**config.mk**
```make
export PLATFORM = sky130hd
export DESIGN_NAME = sm4_block_cipher_ecb_cbc
export DESIGN_NICKNAME = d
export VERILOG_FILES = /design/src/rtl/core/sm4_pkg.sv /design/src/rtl/core/sm4_block_cipher_ecb_cbc.sv /design/src/rtl/core/sm4_ctrl.sv /design/src/rtl/core/sm4_datapath.sv
export SDC_FILE = /design/constraint.sdc
export NUM_CORES = 2
export LEC_CHECK = 0
export BUFFER_PORTS_ARGS = -buffer_cell sky130_fd_sc_hd__buf_4
export CAP_MARGIN = 20
export CORE_MARGIN = 4
export CORE_UTILIZATION = 25
export DETAILED_ROUTE_END_ITERATION = 16
export GPL_ROUTABILITY_DRIVEN = 0
export PLACE_DENSITY = 0.43
export SETUP_SLACK_MARGIN = 0.02
export SLEW_MARGIN = 20
export SYNTH_ARGS = -nofsm -noshare
export SYNTH_HDL_FRONTEND = slang
export SYNTH_SLANG_ARGS = --single-unit
```
**constraint.sdc**
```tcl
create_clock -name clk -period 11.25 [get_ports clk]
set_clock_uncertainty 0.1 [all_clocks]
set_input_delay 1.125 -clock clk [delete_from_list [all_inputs] [get_ports clk]]
set_output_delay 1.125 -clock clk [all_outputs]
set_load 0.01 [all_outputs]
```
**src/rtl/core/sm4_pkg.sv**
```systemverilog
// ----------------------------------------------------------------------------
// SM4 package
// Sizes, register indexes, command struct, S-box and round helper functions.
// ----------------------------------------------------------------------------
package sm4_pkg;

  localparam int unsigned ROUNDS    = 32;
  localparam int unsigned RND_W     = $clog2(ROUNDS);
  localparam int unsigned CFG_IDX_W = 3;

  localparam logic [RND_W-1:0] LAST_RND = RND_W'(ROUNDS - 1);

  // Configuration register indexes
  localparam logic [CFG_IDX_W-1:0] CFG_KEY_HIGH   = 3'd0;
  localparam logic [CFG_IDX_W-1:0] CFG_KEY_LOW    = 3'd1;
  localparam logic [CFG_IDX_W-1:0] CFG_IV_HIGH    = 3'd2;
  localparam logic [CFG_IDX_W-1:0] CFG_IV_LOW     = 3'd3;
  localparam logic [CFG_IDX_W-1:0] CFG_CHAIN_MODE = 3'd4;
  localparam logic [CFG_IDX_W-1:0] CFG_DIRECTION  = 3'd5;

  localparam logic [31:0] FK0 = 32'hA3B1BAC6;
  localparam logic [31:0] FK1 = 32'h56AA3350;
  localparam logic [31:0] FK2 = 32'h677D9197;
  localparam logic [31:0] FK3 = 32'hB27022DC;

  // Controller to datapath command word
  typedef struct packed {
    logic             cfg_we;     // config register write this cycle
    logic             load_key;   // state words <= key ^ FK
    logic             load_block; // state words <= input block (CBC-enc premix)
    logic             round_en;   // apply one round to the state words
    logic             key_sched;  // round is a key schedule step
    logic             finish;     // last round: load output register, chain
    logic [RND_W-1:0] rnd;        // current round (CK index, key write address)
    logic [RND_W-1:0] rd_idx;     // round whose key is fetched for next cycle
  } dp_cmd_t;

  localparam logic [7:0] SBOX [256] = '{
    8'hd6,8'h90,8'he9,8'hfe,8'hcc,8'he1,8'h3d,8'hb7,8'h16,8'hb6,8'h14,8'hc2,8'h28,8'hfb,8'h2c,8'h05,
    8'h2b,8'h67,8'h9a,8'h76,8'h2a,8'hbe,8'h04,8'hc3,8'haa,8'h44,8'h13,8'h26,8'h49,8'h86,8'h06,8'h99,
    8'h9c,8'h42,8'h50,8'hf4,8'h91,8'hef,8'h98,8'h7a,8'h33,8'h54,8'h0b,8'h43,8'hed,8'hcf,8'hac,8'h62,
    8'he4,8'hb3,8'h1c,8'ha9,8'hc9,8'h08,8'he8,8'h95,8'h80,8'hdf,8'h94,8'hfa,8'h75,8'h8f,8'h3f,8'ha6,
    8'h47,8'h07,8'ha7,8'hfc,8'hf3,8'h73,8'h17,8'hba,8'h83,8'h59,8'h3c,8'h19,8'he6,8'h85,8'h4f,8'ha8,
    8'h68,8'h6b,8'h81,8'hb2,8'h71,8'h64,8'hda,8'h8b,8'hf8,8'heb,8'h0f,8'h4b,8'h70,8'h56,8'h9d,8'h35,
    8'h1e,8'h24,8'h0e,8'h5e,8'h63,8'h58,8'hd1,8'ha2,8'h25,8'h22,8'h7c,8'h3b,8'h01,8'h21,8'h78,8'h87,
    8'hd4,8'h00,8'h46,8'h57,8'h9f,8'hd3,8'h27,8'h52,8'h4c,8'h36,8'h02,8'he7,8'ha0,8'hc4,8'hc8,8'h9e,
    8'hea,8'hbf,8'h8a,8'hd2,8'h40,8'hc7,8'h38,8'hb5,8'ha3,8'hf7,8'hf2,8'hce,8'hf9,8'h61,8'h15,8'ha1,
    8'he0,8'hae,8'h5d,8'ha4,8'h9b,8'h34,8'h1a,8'h55,8'had,8'h93,8'h32,8'h30,8'hf5,8'h8c,8'hb1,8'he3,
    8'h1d,8'hf6,8'he2,8'h2e,8'h82,8'h66,8'hca,8'h60,8'hc0,8'h29,8'h23,8'hab,8'h0d,8'h53,8'h4e,8'h6f,
    8'hd5,8'hdb,8'h37,8'h45,8'hde,8'hfd,8'h8e,8'h2f,8'h03,8'hff,8'h6a,8'h72,8'h6d,8'h6c,8'h5b,8'h51,
    8'h8d,8'h1b,8'haf,8'h92,8'hbb,8'hdd,8'hbc,8'h7f,8'h11,8'hd9,8'h5c,8'h41,8'h1f,8'h10,8'h5a,8'hd8,
    8'h0a,8'hc1,8'h31,8'h88,8'ha5,8'hcd,8'h7b,8'hbd,8'h2d,8'h74,8'hd0,8'h12,8'hb8,8'he5,8'hb4,8'hb0,
    8'h89,8'h69,8'h97,8'h4a,8'h0c,8'h96,8'h77,8'h7e,8'h65,8'hb9,8'hf1,8'h09,8'hc5,8'h6e,8'hc6,8'h84,
    8'h18,8'hf0,8'h7d,8'hec,8'h3a,8'hdc,8'h4d,8'h20,8'h79,8'hee,8'h5f,8'h3e,8'hd7,8'hcb,8'h39,8'h48
  };

  function automatic logic [31:0] sub_word(input logic [31:0] a);
    return {SBOX[a[31:24]], SBOX[a[23:16]], SBOX[a[15:8]], SBOX[a[7:0]]};
  endfunction

  // Data path linear transform L
  function automatic logic [31:0] lin_data(input logic [31:0] b);
    return b ^ {b[29:0], b[31:30]} ^ {b[21:0], b[31:22]}
             ^ {b[13:0], b[31:14]} ^ {b[7:0], b[31:8]};
  endfunction

  // Key schedule linear transform L'
  function automatic logic [31:0] lin_key(input logic [31:0] b);
    return b ^ {b[18:0], b[31:19]} ^ {b[8:0], b[31:9]};
  endfunction

  // CK word: byte j (from the top) is (4i+j)*7 mod 256
  function automatic logic [31:0] ck_word(input logic [RND_W-1:0] i);
    logic [31:0]      w;
    logic [RND_W+1:0] idx;
    logic [RND_W+4:0] prod;
    w = '0;
    for (int j = 0; j < 4; j++) begin
      idx  = {i, 2'(j)};
      prod = (RND_W+5)'(idx) * (RND_W+5)'(7);
      w    = {w[23:0], prod[7:0]};
    end
    return w;
  endfunction

endpackage

```
**src/rtl/core/sm4_block_cipher_ecb_cbc.sv**
```systemverilog
// ----------------------------------------------------------------------------
// SM4 block cipher engine, ECB and CBC
// One 128-bit block in, one processed block out; key, IV, chaining mode and
// direction set through a register write channel.
// ----------------------------------------------------------------------------
//
//  Channel   Signals                         Carries
//  --------  ------------------------------  ---------------------------------
//  s_axis    tvalid tready tdata[127:0]      input block, restart_chain flag
//            tuser[0:0]
//  m_axis    tvalid tready tdata[127:0]      processed block
//  cfg       valid ready index[2:0]          register writes (index 0..5;
//            data[63:0]                      6 and 7 are ignored)
//
//  A block's result is registered in the output register after its
//  acceptance: the accept edge loads the round state and fetches the first
//  round key, then one SM4 round per cycle through the single shared round
//  unit (32 rounds), the last round holding while the output is unclaimed.
//  Reset starts an expansion of the all-zero key; a write to either
//  key register starts the same expansion. s_axis and cfg are held off
//  during expansion and while a block is in flight.
//  The result sits in an output register, so the next block is accepted
//  while it waits; a block finishing with the output still unclaimed stalls
//  on its last round until m_axis_tready.
//
module sm4_block_cipher_ecb_cbc (
  input  logic                          clk,
  input  logic                          rst,
  // input stream
  input  logic                          s_axis_tvalid,
  output logic                          s_axis_tready,
  input  logic [127:0]                  s_axis_tdata,   // [63:0] block_high,
                                                        // [127:64] block_low
  input  logic [0:0]                    s_axis_tuser,   // [0] restart_chain
  // output stream
  output logic                          m_axis_tvalid,
  input  logic                          m_axis_tready,
  output logic [127:0]                  m_axis_tdata,   // [63:0] result_high,
                                                        // [127:64] result_low
  // register write channel
  input  logic                          cfg_valid,
  output logic                          cfg_ready,
  input  logic [sm4_pkg::CFG_IDX_W-1:0] cfg_index,
  input  logic [63:0]                   cfg_data
);

  sm4_pkg::dp_cmd_t cmd;

  // Controller: handshakes, round counter, sequencing
  sm4_ctrl u_ctrl (
    .clk       (clk),
    .rst       (rst),
    .in_valid  (s_axis_tvalid),
    .in_ready  (s_axis_tready),
    .cfg_valid (cfg_valid),
    .cfg_ready (cfg_ready),
    .cfg_index (cfg_index),
    .out_valid (m_axis_tvalid),
    .out_ready (m_axis_tready),
    .cmd       (cmd)
  );

  // Datapath: registers, round keys, round unit, chaining, output register
  sm4_datapath u_dp (
    .clk        (clk),
    .rst        (rst),
    .cmd        (cmd),
    .cfg_index  (cfg_index),
    .cfg_data   (cfg_data),
    .in_tdata   (s_axis_tdata),
    .in_restart (s_axis_tuser[0]),
    .out_tdata  (m_axis_tdata)
  );

endmodule

```
**src/rtl/core/sm4_ctrl.sv**
```systemverilog
// ----------------------------------------------------------------------------
// SM4 controller
// Sequences key expansion and block rounds; owns handshakes and round count.
// ----------------------------------------------------------------------------
module sm4_ctrl (
  input  logic                           clk,
  input  logic                           rst,
  input  logic                           in_valid,
  output logic                           in_ready,
  input  logic                           cfg_valid,
  output logic                           cfg_ready,
  input  logic [sm4_pkg::CFG_IDX_W-1:0]  cfg_index,
  output logic                           out_valid,
  input  logic                           out_ready,
  output sm4_pkg::dp_cmd_t               cmd
);

  typedef enum logic [1:0] {
    S_KEY_LOAD,
    S_KEY_RUN,
    S_IDLE,
    S_RUN
  } state_t;

  state_t                      state;
  logic [sm4_pkg::RND_W-1:0]   cnt;
  logic                        last;
  logic                        slot_free;
  logic                        cfg_we;
  logic                        key_we;
  logic                        in_take;

  always_comb begin
    cfg_ready = (state == S_IDLE);
    in_ready  = (state == S_IDLE) && !cfg_valid;   // config wins a tie
    cfg_we    = cfg_valid && cfg_ready;
    key_we    = cfg_we && ((cfg_index == sm4_pkg::CFG_KEY_HIGH) ||
                           (cfg_index == sm4_pkg::CFG_KEY_LOW));
    in_take   = in_valid && in_ready;
    last      = (cnt == sm4_pkg::LAST_RND);
    slot_free = !out_valid || out_ready;

    cmd            = '0;
    cmd.cfg_we     = cfg_we;
    cmd.rnd        = cnt;
    cmd.rd_idx     = cnt;
    unique case (state)
      S_KEY_LOAD: begin
        cmd.load_key = 1'b1;
      end
      S_KEY_RUN: begin
        cmd.round_en  = 1'b1;
        cmd.key_sched = 1'b1;
      end
      S_IDLE: begin
        cmd.load_block = in_take;
        cmd.rd_idx     = '0;
      end
      S_RUN: begin
        cmd.round_en = !last || slot_free;
        cmd.finish   = last && slot_free;
        if (!last) begin
          cmd.rd_idx = cnt + 1'b1;
        end
      end
      default: begin
        cmd = '0;
      end
    endcase
  end

  always_ff @(posedge clk) begin
    if (rst) begin
      state     <= S_KEY_LOAD;   // expand the all-zero key after reset
      cnt       <= '0;
      out_valid <= 1'b0;
    end else begin
      if (cmd.finish) begin
        out_valid <= 1'b1;
      end else if (out_ready) begin
        out_valid <= 1'b0;
      end
      unique case (state)
        S_KEY_LOAD: begin
          cnt   <= '0;
          state <= S_KEY_RUN;
        end
        S_KEY_RUN: begin
          cnt <= cnt + 1'b1;
          if (last) begin
            state <= S_IDLE;
          end
        end
        S_IDLE: begin
          cnt <= '0;
          if (key_we) begin
            state <= S_KEY_LOAD;
          end else if (in_take) begin
            state <= S_RUN;
          end
        end
        S_RUN: begin
          if (cmd.round_en) begin
            cnt <= cnt + 1'b1;
          end
          if (cmd.finish) begin
            state <= S_IDLE;
          end
        end
        default: begin
          state <= S_IDLE;
        end
      endcase
    end
  end

endmodule

```
**src/rtl/core/sm4_datapath.sv**
```systemverilog
// ----------------------------------------------------------------------------
// SM4 datapath
// Config registers, round key memory, shared round unit, chaining block and
// output register.
// ----------------------------------------------------------------------------
module sm4_datapath (
  input  logic                           clk,
  input  logic                           rst,
  input  sm4_pkg::dp_cmd_t               cmd,
  input  logic [sm4_pkg::CFG_IDX_W-1:0]  cfg_index,
  input  logic [63:0]                    cfg_data,
  input  logic [127:0]                   in_tdata,
  input  logic                           in_restart,
  output logic [127:0]                   out_tdata
);

  logic [63:0] key_high, key_low, iv_high, iv_low;
  logic        chain_mode, direction;
  logic [63:0] chain_high, chain_low;

  logic [31:0] rk_mem [sm4_pkg::ROUNDS];
  logic [31:0] rk_q;
  logic [31:0] x [4];
  logic [63:0] blk_high, blk_low;
  logic [63:0] res_high, res_low;

  logic [sm4_pkg::RND_W-1:0] rd_addr;
  logic [63:0] chain_sel_high, chain_sel_low;
  logic [63:0] mix_high, mix_low;
  logic [31:0] rin, t_word, b_word, nx;
  logic [63:0] fin_high, fin_low;

  always_comb begin
    rd_addr        = direction ? ~cmd.rd_idx : cmd.rd_idx;  // reverse for decrypt
    chain_sel_high = in_restart ? iv_high : chain_high;
    chain_sel_low  = in_restart ? iv_low  : chain_low;
    mix_high       = in_tdata[63:0];
    mix_low        = in_tdata[127:64];
    if (chain_mode && !direction) begin
      mix_high = mix_high ^ chain_sel_high;
      mix_low  = mix_low  ^ chain_sel_low;
    end

    rin    = cmd.key_sched ? sm4_pkg::ck_word(cmd.rnd) : rk_q;
    t_word = x[1] ^ x[2] ^ x[3] ^ rin;
    b_word = sm4_pkg::sub_word(t_word);
    nx     = x[0] ^ (cmd.key_sched ? sm4_pkg::lin_key(b_word)
                                   : sm4_pkg::lin_data(b_word));

    // words come out reversed
    fin_high = {nx, x[3]};
    fin_low  = {x[2], x[1]};
  end

  // config registers and chaining block
  always_ff @(posedge clk) begin
    if (rst) begin
      key_high   <= '0;
      key_low    <= '0;
      iv_high    <= '0;
      iv_low     <= '0;
      chain_mode <= 1'b0;
      direction  <= 1'b0;
      chain_high <= '0;
      chain_low  <= '0;
    end else begin
      if (cmd.cfg_we) begin
        unique case (cfg_index)
          sm4_pkg::CFG_KEY_HIGH:   key_high   <= cfg_data;
          sm4_pkg::CFG_KEY_LOW:    key_low    <= cfg_data;
          sm4_pkg::CFG_IV_HIGH:    iv_high    <= cfg_data;
          sm4_pkg::CFG_IV_LOW:     iv_low     <= cfg_data;
          sm4_pkg::CFG_CHAIN_MODE: chain_mode <= cfg_data[0];
          sm4_pkg::CFG_DIRECTION:  direction  <= cfg_data[0];
          default: ;
        endcase
      end
      if (cmd.load_block) begin
        chain_high <= chain_sel_high;
        chain_low  <= chain_sel_low;
      end else if (cmd.finish && chain_mode) begin
        chain_high <= direction ? blk_high : fin_high;
        chain_low  <= direction ? blk_low  : fin_low;
      end
    end
  end

  // round key memory, registered read
  always_ff @(posedge clk) begin
    if (cmd.round_en && cmd.key_sched) begin
      rk_mem[cmd.rnd] <= nx;
    end
    rk_q <= rk_mem[rd_addr];
  end

  // round state, saved input block and output register
  always_ff @(posedge clk) begin
    if (cmd.load_key) begin
      x[0] <= key_high[63:32] ^ sm4_pkg::FK0;
      x[1] <= key_high[31:0]  ^ sm4_pkg::FK1;
      x[2] <= key_low[63:32]  ^ sm4_pkg::FK2;
      x[3] <= key_low[31:0]   ^ sm4_pkg::FK3;
    end else if (cmd.load_block) begin
      x[0] <= mix_high[63:32];
      x[1] <= mix_high[31:0];
      x[2] <= mix_low[63:32];
      x[3] <= mix_low[31:0];
    end else if (cmd.round_en) begin
      x[0] <= x[1];
      x[1] <= x[2];
      x[2] <= x[3];
      x[3] <= nx;
    end
    if (cmd.load_block) begin
      blk_high <= in_tdata[63:0];
      blk_low  <= in_tdata[127:64];
    end
    if (cmd.finish) begin
      if (chain_mode && direction) begin
        res_high <= fin_high ^ chain_high;
        res_low  <= fin_low  ^ chain_low;
      end else begin
        res_high <= fin_high;
        res_low  <= fin_low;
      end
    end
  end

  assign out_tdata = {res_low, res_high};

endmodule

```
# Word level (Yosys, flattened, before mapping)
# Memory sizes are Yosys's and may differ from the RTL's. A register that Yosys moved wholly into a read port is not among the register bits.
# Index checks and enable logic that the tools add are counted.
# totals
n_memories,6
mem_bits_ro,8192
ram_bits,1152
in_bits,201
wordCells,160
reg_bits,650
# mem_list
name,words,width,rd,rd_ports_with_merged_regs,wr,line_no,rtl
(name not given),256,8,1,0,0,sm4_pkg.sv:58,"return {SBOX[a[31:24]], SBOX[a[23:16]], SBOX[a[15:8]], SBOX[a[7:0]]};"
(name not given),256,8,1,0,0,sm4_pkg.sv:58,
(name not given),256,8,1,0,0,sm4_pkg.sv:58,
(name not given),256,8,1,0,0,sm4_pkg.sv:58,
u_dp.rk_mem,32,32,1,1,1,sm4_datapath.sv:21,logic [31:0] rk_mem [sm4_pkg::ROUNDS];
u_dp.x,4,32,4,0,4,sm4_datapath.sv:23,logic [31:0] x [4];
# classes
n_bitwise,31
n_eq_ne,13
magnitude_cmp,4
n_addsub,1
mux,58
n_reduce_logical,28
multipliers,4
# op_table
op,n
$mux W64,12
$mux W32,10
$xor A32 B32 Y32,10
$xor A64 B64 Y64,4
$mux W8,8
$ge A9 B9 Y1 const B,4
$not A8 Y9,4
$not A14 Y14,2
$not A19 Y19,1
$mux W1,17
$not A17 Y17,1
$mul A7 B3 Y8 const B,2
$mux W5,3
$pmux W5 S3,1
$reduce_and A2 Y1,6
$pmux W5 S2,1
$logic_and A1 B1 Y1,9
$mux W2,4
$or A1 B1 Y1,8
$pmux W2 S4,1
$mul A6 B3 Y7 const B,1
$eq A3 B2 Y1 const B,2
$eq A3 B3 Y1 const B,2
$mul A5 B3 Y6 const B,1
16 further kinds,25

# Depth between registers and ports, before layout
# logic_depth
word_depth,17
depth_mapped,24
ltp_nobuf,18

# Modules after synthesis
# Synthesis repeated with hierarchy kept, for this count alone.
# unflattened
hier_cells,7513
area_unflattened_um2,90669.5
# modules_own_cells
mod,area_per_inst_um2,seq_area_each_um2,cells_per_inst,instances
sm4_datapath,90121.4,50648.6,7438,1
sm4_ctrl,548.0,160.2,75,1

# Worst setup path before layout
# No wires, ideal clock.
# synth_timing
path_kind,register to register
startpoint,register u_ctrl.cnt[1] in the netlist's numbering
endpoint,register u_dp.chain_high[45]
path_buffers,2
stages_incl_launch_ff,12
path_slack_ns,2.408
arrival_time_ns,8.679
period_less_slack_ns,8.842
path_cell_list,dfxtp_1 > ha_1 > nand2_1 > inv_1 > ha_1 > clkbuf_1 > nand3_1 > nor2_1 > nand2_1 > nor3_1 > clkbuf_1 > a211o_1
# synth_lines
element,line_no,rtl
start: declaration,sm4_ctrl.sv:26,logic [sm4_pkg::RND_W-1:0] cnt;
start signal: assignment,sm4_ctrl.sv:89,cnt <= cnt + 1'b1;
start signal: assignment,sm4_ctrl.sv:104,cnt <= cnt + 1'b1;
end signal: assignment,sm4_datapath.sv:79,chain_high <= chain_sel_high;
end signal: assignment,sm4_datapath.sv:82,chain_high <= direction ? blk_high : fin_high;
end: declaration,sm4_datapath.sv:19,"logic [63:0] chain_high, chain_low;"

# Final worst setup path
# layout_timing
startpoint,register u_ctrl.state[1]
endpoint,"register u_dp.res_high[50], data pin"
# layout_between
elab_chain_len,16
word_cells_on_any_way,30
cone_classes,eq/ne (1); mux (12); bitwise (13); memory (4)
# layout_lines
element,line_no,rtl
start: declaration,sm4_ctrl.sv:25,state_t state;
start signal: assignment,sm4_ctrl.sv:74,state <= S_KEY_LOAD;
start signal: assignment,sm4_ctrl.sv:86,state <= S_KEY_RUN;
start signal: assignment,sm4_ctrl.sv:91,state <= S_IDLE;
$eq A2 B1 Y1 *,sm4_ctrl.sv:47,unique case (state)
$mux W1 *,sm4_ctrl.sv:47,
$mux W32,sm4_datapath.sv:44,rin = cmd.key_sched ? sm4_pkg::ck_word(cmd.rnd) : rk_q;
$xor A32 B32 Y32,sm4_datapath.sv:45,t_word = x[1] ^ x[2] ^ x[3] ^ rin;
$not A8 Y9 (implied by the code),sm4_pkg.sv:58,
$mem_v2 Z256 W8,--,
$mux W8 (implied by the code) (2 in series),sm4_pkg.sv:58,
$xor A32 B32 Y32 (2 in series),sm4_pkg.sv:63,"return b ^ {b[29:0], b[31:30]} ^ {b[21:0], b[31:22]}"
$xor A32 B32 Y32 (2 in series),sm4_pkg.sv:64,"^ {b[13:0], b[31:14]} ^ {b[7:0], b[31:8]};"
$mux W32 *,sm4_datapath.sv:47,nx = x[0] ^ (cmd.key_sched ? sm4_pkg::lin_key(b_word)
$xor A32 B32 Y32 *,sm4_datapath.sv:47,
net u_dp.fin_high[50],sm4_datapath.sv:31,"logic [63:0] fin_high, fin_low;"
$xor A64 B64 Y64,sm4_datapath.sv:120,res_high <= fin_high ^ chain_high;
$mux W64 *,sm4_datapath.sv:119,if (chain_mode && direction) begin
end signal: assignment,sm4_datapath.sv:120,
end signal: assignment,sm4_datapath.sv:123,res_high <= fin_high;
end: declaration,sm4_datapath.sv:25,"logic [63:0] res_high, res_low;"
# The timed path passes the listed nets; every way through them passes the cells marked *. The select of a mux whose other input is x is not followed.
# A chain may end at the register's enable or synchronous reset.

==> flow_metrics.env <==
export IMPL_slowest_stage="dfxtp_1"
export IMPL_outcome="complete, no violations"
export IMPL_met3_wirelength_um=29300
export IMPL_hold_buffers=0
export IMPL_min_period_ns=8.76
export IMPL_yosysTopAreaCell="edfxtp_1"
export IMPL_final_util_pct=29.4
export IMPL_post_cts_setup_buffer_count=0
export IMPL_fin_setup_tns_ns=0
export IMPL_startpoint_type="register"
export IMPL_drt_met1_wl_um=158000
export IMPL_hp_class="reg -> reg"
export IMPL_io_pins=332
export IMPL_drt_initial_drc_count=9629
export IMPL_critPathTopFamily="XOR/XNOR gates"
export IMPL_via_count=69700
export IMPL_yosys_register_bits=1834
export IMPL_clk_pin_slew_ns=0.06
export IMPL_synth_edf_count=1408
export IMPL_setup_viol=0
export IMPL_ys_warn_count=0
export IMPL_drv_cap=0
export IMPL_wl_per_cell_um=29.8
export IMPL_relSlewSlack_pct=19.5
export IMPL_cts_buffers=210
export IMPL_synth_ff_type="edfxtp_1"
export IMPL_ys_async_sr_fraction_pct=0
export IMPL_cp_arrival_ns=9.22
export IMPL_fmax_mhz=114
export IMPL_post_cts_resized=0
export IMPL_finalCritPeriodShare_pct=77.8
export IMPL_synth_area_top_cells="edfxtp_1 (46%), dfxtp_1 (9.4%), mux4_2 (6.4%), nand2_1 (4.3%), mux2i_1 (3.7%)"
export IMPL_rows=221
export IMPL_top_layer_used="met5"
export IMPL_ys_types=117
export IMPL_viasPerCell=5.44
export IMPL_synthesis_nets=7972
export IMPL_antenna_found_initial=24
export IMPL_drcViolationCount=0
export IMPL_grt_setup_unrepaired="false"
export IMPL_synthCells=7715
export IMPL_htree_levels=4
export IMPL_postRouteAntennaNets=0
export IMPL_grt_pass1_wl_um=534000
export IMPL_routed_wl_um=381000
export IMPL_path_class="reg -> reg"
export IMPL_finalHoldViolCount=0
export IMPL_coreArea_um2=363000
export IMPL_die_x_um=611
export IMPL_area_delta_synth_final_pct=16.9
export IMPL_grt_util_all_layers_pct=19.5
export IMPL_clk_insertion_delay_late_ns=0.88
export IMPL_crit_top_cell="buf_4"
export IMPL_cts_num_sinks=1834
export IMPL_grt_pass1_vias=67800
export IMPL_start_util_pct=25.1
export IMPL_cp_max_fo=51
export IMPL_cts_tree="yes"
export IMPL_crit_buf_inv=4
export IMPL_root_buffer="clkbuf_16"
export IMPL_tightestPinTransition_ns=1.21
export IMPL_cts_buffer_depth=4
export IMPL_synth_top_area_share_pct=46.4
export IMPL_first_pass_iters=7
export IMPL_grt_max_degree=146
export IMPL_drive_gt1_share_pct=17.2
export IMPL_max_stage_delay_ns=0.90
export IMPL_post_synth_cell_area_avg_um2=11.8
export IMPL_cp_data_required_time_ns=11.72
export IMPL_cp_cell_sequence="nand2b_4 > buf_4 > mux2i_1 > xor2_4 > buf_4 > inv_2 > buf_4 > a311oi_1 > o311ai_0 > nand4_1 > xor2_1 > xnor3_1 > mux2i_1 > xor2_4 > xnor2_1"
export IMPL_fp_dieArea_um2=374000
export IMPL_endpoint_kind="register"
export IMPL_wl_met2_um=175000
export IMPL_dp_hpwl_um=236000
export IMPL_nets=8072
export IMPL_die_h_um=611
export IMPL_synth_area_um2=91000
export IMPL_maxSlewViolCount=0
export IMPL_synth_seq_area_share_pct=55.8
export IMPL_port_buffers=331
export IMPL_overflow=0
==> cells in the mapped netlist, drive strengths merged (19+ instances only) <==
| library cell | n |
|---|---|
| a2111oi | 28 |
| a211o | 29 |
| a211oi | 72 |
| a21oi | 595 |
| a221o | 28 |
| a221oi | 135 |
| a22oi | 83 |
| a311oi | 21 |
| a31oi | 75 |
| and2 | 20 |
| buf | 276 |
| clkbuf | 370 |
| dfxtp | 426 |
| edfxtp | 1408 |
| ha | 49 |
| inv | 45 |
| mux2 | 69 |
| mux2i | 341 |
| mux4 | 258 |
| nand2 | 1043 |
| nand3 | 104 |
| nand4 | 19 |
| nor2 | 553 |
| nor3 | 106 |
| nor4 | 24 |
| o2111ai | 23 |
| o211ai | 102 |
| o21a | 49 |
| o21ai | 371 |
| o221ai | 99 |
| o22ai | 55 |
| o311ai | 29 |
| or3 | 29 |
| xnor2 | 380 |
| xor2 | 131 |
==> stage by stage <==
| stage | worst slack (ns) | area, um2 | instances | hold slack (ns) |
|---|---|---|---|---|
| 2_1_floorplan | 2.41 | 91000 | 7715 | 0.336 |
| 3_3_place_gp | 2.58 | 99400 | 12400 | 0.341 |
| 3_5_place_dp | 2.58 | 99500 | 12400 | 0.346 |
| 4_1_cts | 2.60 | 106000 | 12800 | 0.293 |
| 5_1_grt | 2.19 | 106000 | 12800 | 0.322 |
| 6_report | 2.49 | 106000 | 12800 | 0.353 |
==> layout make-up <==
type | instances | area (um2)
multi-input combinational | 5189 | 38300
clock inverter | 105 | 998
sequential | 1834 | 50800
fill | 37000 | 256000
timing repair buffer | 534 | 4210
tap | 4794 | 6000
antenna | 11 | 27.5
inverter | 46 | 180
clock buffer | 286 | 5900
==> metal layers <==
layer	track usage, %	up-vias
met5	0	-
met2	31.1	3721
met4	8.53	14
met3	3.25	813
li1	-	29500
met1	26.1	35700
==> cells in the final DEF (no fill, tap or decap), types with 104 or more instances in the layout <==
master     count
nor2_1       511
clkbuf_16    213
mux4_2       258
dfxtp_1      425
a221oi_1     134
xor2_1       107
nor3_1       104
nand2_1     1032
a21oi_1      593
buf_4        518
o21ai_0      361
edfxtp_1    1408
mux2i_1      335
xnor2_1      327
==> registers in the layout, indices dropped and copies added (netlist names) <==
signal / cells
u_ctrl.cnt: 5
u_ctrl.out_valid: 1
u_ctrl.state: 2
u_dp.blk_high: 64
u_dp.blk_low: 64
u_dp.chain_high: 64
u_dp.chain_low: 64
u_dp.chain_mode: 1
u_dp.direction: 1
u_dp.iv_high: 64
u_dp.iv_low: 64
u_dp.key_high: 64
u_dp.key_low: 64
u_dp.res_high: 64
u_dp.res_low: 64
u_dp.rk_mem: 1024
u_dp.rk_q: 32
u_dp.x: 128
==> cell families after synthesis <==
kind of cell,share of synthesized area [%]
and+or+nand+nor,9.09
AOI/OAI and AO/OA,14.2
DFF,55.8
buffers and inverters,3.25
muxes,11.0
xor gates and xnor gates,5.70
adders and majority gates,0.882
==> path summary, 6_finish.rpt <==
check / end / startpoint / depth (start not counted) / slack, ns
min: u_dp.key_low[60]$_SDFFE_PP0P_ / u_dp.key_low[60]$_SDFFE_PP0P_ / 2 / 0.35
max: u_dp.res_high[50]$_DFFE_PP_ / u_ctrl.state[1]$_SDFFE_PP0P_ / 15 / 2.49
max reg2reg: u_dp.res_high[50]$_DFFE_PP_ / u_ctrl.state[1]$_SDFFE_PP0P_ / 15 / 2.49
min reg2reg: u_dp.key_low[60]$_SDFFE_PP0P_ / u_dp.key_low[60]$_SDFFE_PP0P_ / 2 / 0.35
==> worst reg2reg max path: stages, from the launching register on <==
cell and delay, ns:
dfxtp_1 0.90, nand2b_4 0.47, buf_4 0.66, mux2i_1 0.86, xor2_4 0.12, buf_4 0.30, inv_2 0.57, buf_4 0.54
a311oi_1 0.09, o311ai_0 0.63, nand4_1 0.77, xor2_1 0.69, xnor3_1 0.49, mux2i_1 0.33, xor2_4 0.81, xnor2_1 0.17
Power is not shown: default switching activity piles up to over one toggle a cycle in this logic, so the estimate is an artifact.
